### src/design/keystream_rotation_cipher_macros.svh
// Assertion macros shared by the keystream rotation cipher RTL.
`ifndef KEYSTREAM_ROTATION_CIPHER_MACROS_SVH
`define KEYSTREAM_ROTATION_CIPHER_MACROS_SVH

// The consequent must hold in the same cycle as the antecedent.
`define KRC_ASSERT_SAME(label, ante, cons) \
    label: assert property (@(posedge clk) disable iff (!rst_n) (ante) |-> (cons)) \
        else $error("keystream_rotation_cipher: same-cycle check failed");

// The consequent must hold in the cycle after the antecedent.
`define KRC_ASSERT_NEXT(label, ante, cons) \
    label: assert property (@(posedge clk) disable iff (!rst_n) (ante) |=> (cons)) \
        else $error("keystream_rotation_cipher: next-cycle check failed");

`endif

### src/design/krc_pkg.sv
// Package with constants and arithmetic helpers of the keystream rotation cipher.
package krc_pkg;

    localparam int CHAR_W   = 7;
    localparam int SEED_W   = 16;
    localparam int STATE_W  = 17;
    localparam int CFG_IDX_W = 2;
    localparam int PROD_W   = 23;
    localparam int HIGH_W   = PROD_W - SEED_W;

    localparam logic [STATE_W-1:0] SEED_RESET = 17'd1;
    localparam logic [STATE_W-1:0] LEHMER_MOD = 17'd65537;
    localparam logic [CHAR_W-1:0]  PRINT_BASE = 7'd32;
    localparam logic [CHAR_W-1:0]  PRINT_SPAN = 7'd96;

    typedef enum logic [CFG_IDX_W-1:0] {
        REG_START_SEED   = 2'd0,
        REG_DECRYPT_MODE = 2'd1
    } cfg_reg_t;

    // One Lehmer step: (s * 75) mod 65537, using 2^16 = -1 modulo 65537.
    function automatic logic [STATE_W-1:0] advance_state(input logic [STATE_W-1:0] s);
        logic [PROD_W-1:0] prod;
        logic [STATE_W-1:0] low;
        logic [STATE_W-1:0] high;
        begin
            // 75 = 64 + 8 + 2 + 1
            prod = {s, 6'd0} + {3'd0, s, 3'd0} + {5'd0, s, 1'b0} + {6'd0, s};
            low  = {1'b0, prod[SEED_W-1:0]};
            high = {{(STATE_W - HIGH_W){1'b0}}, prod[PROD_W-1:SEED_W]};
            if (low >= high)
                advance_state = low - high;
            else
                advance_state = low + LEHMER_MOD - high;
        end
    endfunction

    // State modulo 96: 96 = 3 * 32, so the remainder is ((s >> 5) mod 3) * 32 + s[4:0].
    // The mod 3 uses 4 = 1 (mod 3): base-4 digits are summed.
    function automatic logic [CHAR_W-1:0] rot_amount(input logic [STATE_W-1:0] s);
        logic [11:0] q;
        logic [4:0]  dsum;
        logic [2:0]  fold;
        logic [1:0]  r;
        begin
            q = s[STATE_W-1:5];
            dsum = 5'd0;
            for (int i = 0; i < 6; i++)
                dsum = dsum + {3'd0, q[2*i +: 2]};
            fold = {1'b0, dsum[1:0]} + {1'b0, dsum[3:2]} + {2'd0, dsum[4]};
            unique case (fold)
                3'd0, 3'd3, 3'd6: r = 2'd0;
                3'd1, 3'd4, 3'd7: r = 2'd1;
                default:          r = 2'd2;
            endcase
            rot_amount = {r, s[4:0]};
        end
    endfunction

endpackage

### src/design/keystream_rotation_cipher.sv
// Top level of the keystream rotation cipher: generator, rotation and handshakes.
//
// Usage:
//   Input channel (in_valid/in_ready/in_char) takes one 7-bit character per item.
//   Output channel (out_valid/out_ready/out_char) returns one character per item,
//   in order. Codes below 32 pass through; codes 32..127 are rotated within that
//   range by the generator value modulo 96, backward when decrypt_mode is set.
//   Configuration channel (cfg_valid/cfg_ready/cfg_index/cfg_data) is always
//   ready. Index 0 loads the seed into the generator, index 1 sets decrypt_mode
//   from bit 0; other indexes are ignored. Write only while the block is idle.
//   Items pass the input register, then the output register; throughput is one
//   item per cycle while out_ready is high. The generator step sits in the input
//   stage and the modulo-96 rotation in the output stage, each one short add path.
//   Reset puts the generator at 1 and selects encryption; both stages empty.
//   When the receiver stalls, the result holds in the output register, one more
//   item waits in the input stage, and then in_ready drops until out_ready rises.
`include "keystream_rotation_cipher_macros.svh"

module keystream_rotation_cipher
(
    input  logic                          clk,
    input  logic                          rst_n,
    input  logic                          in_valid,
    output logic                          in_ready,
    input  logic [krc_pkg::CHAR_W-1:0]    in_char,
    output logic                          out_valid,
    input  logic                          out_ready,
    output logic [krc_pkg::CHAR_W-1:0]    out_char,
    input  logic                          cfg_valid,
    output logic                          cfg_ready,
    input  logic [krc_pkg::CFG_IDX_W-1:0] cfg_index,
    input  logic [krc_pkg::SEED_W-1:0]    cfg_data
);
    import krc_pkg::*;

    logic [STATE_W-1:0] key_state_reg;
    logic [STATE_W-1:0] key_state_next;
    logic               decrypt_reg;
    logic               decrypt_next;
    logic               s1_valid_reg;
    logic [CHAR_W-1:0]  s1_char_reg;
    logic               out_valid_reg;
    logic [CHAR_W-1:0]  out_char_reg;
    logic [CHAR_W-1:0]  out_char_next;
    logic               cfg_write;
    logic               in_accept;
    logic               s1_advance;
    logic [CHAR_W-1:0]  amount;
    logic [CHAR_W-1:0]  pos;
    logic [CHAR_W:0]    fwd_sum;
    logic [CHAR_W:0]    bwd_diff;
    logic [CHAR_W-1:0]  new_pos;

    assign cfg_ready  = 1'b1;
    assign cfg_write  = cfg_valid && cfg_ready;
    assign s1_advance = s1_valid_reg && (!out_valid_reg || out_ready);
    assign in_ready   = !s1_valid_reg || s1_advance;
    assign in_accept  = in_valid && in_ready;
    assign out_valid  = out_valid_reg;
    assign out_char   = out_char_reg;

    // The generator steps when an item enters, so while the item waits in the
    // input stage key_state_reg holds exactly the value that keys it.
    always_comb
    begin
        key_state_next = key_state_reg;
        decrypt_next   = decrypt_reg;
        if (cfg_write && cfg_index == REG_START_SEED)
            key_state_next = {1'b0, cfg_data};
        else if (in_accept)
            key_state_next = advance_state(key_state_reg);
        if (cfg_write && cfg_index == REG_DECRYPT_MODE)
            decrypt_next = cfg_data[0];
    end

    always_comb
    begin
        amount   = rot_amount(key_state_reg);
        pos      = s1_char_reg - PRINT_BASE;
        fwd_sum  = {1'b0, pos} + {1'b0, amount};
        bwd_diff = {1'b0, pos} - {1'b0, amount};
        if (decrypt_reg)
        begin
            if (bwd_diff[CHAR_W])
                new_pos = bwd_diff[CHAR_W-1:0] + PRINT_SPAN;
            else
                new_pos = bwd_diff[CHAR_W-1:0];
        end
        else
        begin
            if (fwd_sum >= {1'b0, PRINT_SPAN})
                new_pos = fwd_sum[CHAR_W-1:0] - PRINT_SPAN;
            else
                new_pos = fwd_sum[CHAR_W-1:0];
        end
        if (s1_char_reg < PRINT_BASE)
            out_char_next = s1_char_reg;
        else
            out_char_next = new_pos + PRINT_BASE;
    end

    always_ff @(posedge clk or negedge rst_n)
    begin
        if (!rst_n)
        begin
            key_state_reg <= SEED_RESET;
            decrypt_reg   <= 1'b0;
            s1_valid_reg  <= 1'b0;
            out_valid_reg <= 1'b0;
        end
        else
        begin
            key_state_reg <= key_state_next;
            decrypt_reg   <= decrypt_next;
            if (in_ready)
                s1_valid_reg <= in_valid;
            if (!out_valid_reg || out_ready)
                out_valid_reg <= s1_valid_reg;
        end
    end

    always_ff @(posedge clk)
    begin
        if (in_accept)
            s1_char_reg <= in_char;
        if (s1_advance)
            out_char_reg <= out_char_next;
    end

    `KRC_ASSERT_SAME(a_state_range, 1'b1, key_state_reg <= LEHMER_MOD - 17'd1)
    `KRC_ASSERT_SAME(a_amount_range, s1_valid_reg, amount < PRINT_SPAN)
    `KRC_ASSERT_SAME(a_stall_blocks_input, s1_valid_reg && out_valid_reg && !out_ready, !in_ready)
    `KRC_ASSERT_NEXT(a_control_passthrough, s1_advance && s1_char_reg < PRINT_BASE,
        out_char_reg == $past(s1_char_reg))

endmodule
### config.mk
export PLATFORM = sky130hd
export DESIGN_NAME = keystream_rotation_cipher
export DESIGN_NICKNAME = d
export VERILOG_FILES = /design/src/design/krc_pkg.sv /design/src/design/keystream_rotation_cipher.sv
export VERILOG_INCLUDE_DIRS = /design/src /design/src/design
export SDC_FILE = /design/constraint.sdc
export NUM_CORES = 1
export LEC_CHECK = 0
export ABC_AREA = 0
export BUFFER_PORTS_ARGS = -buffer_cell sky130_fd_sc_hd__buf_2
export CAP_MARGIN = 20
export CORE_AREA = 2 2 116 175
export CTS_BUF_LIST = sky130_fd_sc_hd__clkbuf_16
export DETAILED_ROUTE_END_ITERATION = 10
export DIE_AREA = 0 0 118 177
export MAX_ROUTING_LAYER = met4
export PLACE_DENSITY = 0.55
export SYNTH_ARGS = -nofsm -noshare
export SYNTH_HDL_FRONTEND = slang
export SYNTH_SLANG_ARGS = --single-unit
### constraint.sdc
create_clock -name clk -period 7.7 [get_ports clk]
set_input_delay 1.54 -clock clk [delete_from_list [all_inputs] [get_ports clk]]
set_output_delay 1.54 -clock clk [all_outputs]
set_load 0.02 [all_outputs]
==> summary.txt <==
outcome: finished, final reports clean
clk sinks: 34
Critical Path AT: 6890 ps
All-Layer GR Usage: 0.154
top-area cell type share of the netlist area: 0.184
worst path bufs/invs: 1
CP max-delay cell: a2111oi_0
most frequent CP cell: fa_1
fin. max-slew vios: 0
CTS buffer count: 5
final setup vio count: 0
Layout Nets: 826
TritonCTS clock tree: yes
syn_nets: 796
filler instances: 2059
largest net degree at the start of global routing: 28
CP max stage delay: 850 ps
RSZ-0062 raised after global routing: false
CTS HTree Levels: 2
Ports: 40
drt pass-1 iters: 4
vias in the first global route: 4738
syn_area_per_cell: 8.97 µm²
CP Max Fanout: 6
Max-cap violations: 0
first-pass GRT wire length: 24900 µm
flops & latches, synth: 34
final WL: 15200 µm
share of cells above drive strength 1: 0.117
mapped cell area: 5720 µm²
fin crit share: 0.868
critical path's top delay family: compound AO/OA/AOI/OAI gates
cts-stage hold buffer count: 0
worst endpoint required time: 7910 ps
total number of vias: 4607
initial antenna violation count: 0
Worst Reg2Reg Path Length in Cells: 21
DR iter-0 viols: 326
sequential area share after synthesis: 0.161
Hold Crit Depth: 1
hpwl dp: 13000 µm
Area Growth Syn to Fin: 10.1%
number of port buffers: 38
WS Path Type: flop to flop
Worst-Skew Late Latency: 280 ps
Unique masters post-synth: 72
Post-Syn Instances: 638
Worst Setup Start Kind: flop
CP Capture Type: flop
DRC: 0
Post-synth top cells: ha_1 (84), inv_1 (62), fa_1 (44), nor2_1 (44), nand2_1 (40)
CTS max path bufs: 2
Die Area: 20900 µm²
Rel. slew slack: 0.337
clk root buf: clkbuf_16
Max Clock Skew: 3.80 ps
Worst Tran Pin Value: 969 ps
area leader, netlist: ha_1
Post-synth EDFFs: 14
Final ANT Viol Nets: 0
WL/cell: 16.4 µm
most common flop cell mapped by yosys: dfrtp_1
Post-synth ARST share: 0.588
cts repair resizes: 0
Hold Vio Cnt, Final: 0
FMAX: 150 MHz
Worst-path clk slew: 60 ps
critical-path cell list: fa_1 -> fa_1 -> ha_1 -> a21oi_1 -> o21ai_0 -> a2111oi_0 -> a21oi_1 -> a221o_1 -> a21o_1 -> a21o_1 -> xnor2_1 -> ha_1 -> inv_1 -> fa_1 -> a2111oi_0 -> nor4_1 -> o31ai_1 -> a211oi_1 -> o21ai_0 -> nand2_1 -> a31oi_1
overflow left after global routing: 0
Setup Buffers After CTS: 0
synth warn: 0
Min-Delay Path Class: flop to flop
Final GP Congestion: 0.877
setup TNS: 0 ps
Die X: 118 µm
Via density: 4.96
critical path depth in cells: 21
top cells by area, synth: ha_1 (18%), fa_1 (15%), dfrtp_1 (8.3%)
final worst path period need: 6690 ps
core area: 19500 µm²
Die H: 177 µm
number of diodes: 0
max FFs per register: 17
most frequent cell after synthesis: ha_1
Starting Density: 0.294
Rows: 63
[stage by stage]
stage / cells / util / area, µm² / setup slack, ps / hold WS [ps]
floorplan: 638 / - / 5720 / 1720 / 449
global placement: 920 / 0.316 / 6150 / 1070 / 480
detailed placement: 920 / 0.316 / 6150 / 1040 / 483
CTS: 928 / 0.323 / 6290 / 1040 / 498
global route: 929 / 0.323 / 6300 / 312 / 518
finish: 929 / 0.323 / 6300 / 1010 / 496
[cells in the final DEF, fill, tap and decap left out, drive strengths merged, types with 4 or more instances in the layout]
cell type,instances
and3,10
nor4,5
clkbuf,5
nand3,11
nand4,6
dfrtp,19
o31ai,10
a31oi,6
edfxtp,14
a2111oi,4
nand2,40
nor3,14
xor2,10
and2,7
nor2,44
nand3b,6
xnor2,36
nand2b,12
o21a,8
inv,64
mux2i,9
or3,7
buf,42
ha,84
a21o,10
or2,4
a21oi,39
fa,44
o2111ai,4
nor2b,10
o21ai,35
a211oi,5
[routing by layer]
layer  vias to the layer above  wire, µm  global-route usage  part of all wire
li1                       2304         -                   -                 -
met1                      2228      5930               0.165              0.39
met2                        55      8550               0.298              0.56
met3                        20       284              0.0116             0.019
met4                         0       449              0.0507             0.030
met5                         -         0                   -                 0
[worst paths after layout]
check / startpoint / to / slack, ps
max: key_state_reg[6] / key_state_reg[16] / 1010
min: s1_valid_reg / out_valid / 500
max reg2reg: key_state_reg[6] / key_state_reg[16] / 1010
min reg2reg: s1_valid_reg / out_valid / 500
max in group asynchronous: rst_n / key_state_reg[0] / 6140
min in group asynchronous: rst_n / out_valid / 1210
[cell families after synthesis]
family / Yosys count / synth area share
and+or+nand+nor: 184 / 0.168
muxes: 11 / 0.0203
DFF: 34 / 0.161
adders and majority gates: 128 / 0.338
AOI/OAI and AO/OA: 153 / 0.181
xor gates and xnor gates: 46 / 0.0704
other: 1 / 0.000656
buffers and inverters: 81 / 0.0606
[layout make-up]
cell class                 count  area, µm²  share of cell area
clock buffer                   5        125              0.0199
timing repair buffer          42        220              0.0350
clock inverter                 3       15.0             0.00238
sequential                    34        922               0.146
multi-input combinational    523       4460               0.708
tap                          260        325              0.0517
inverter                      62        233              0.0370
Power is not shown: default switching activity piles up to over one toggle a cycle in this logic, so the estimate is an artifact.
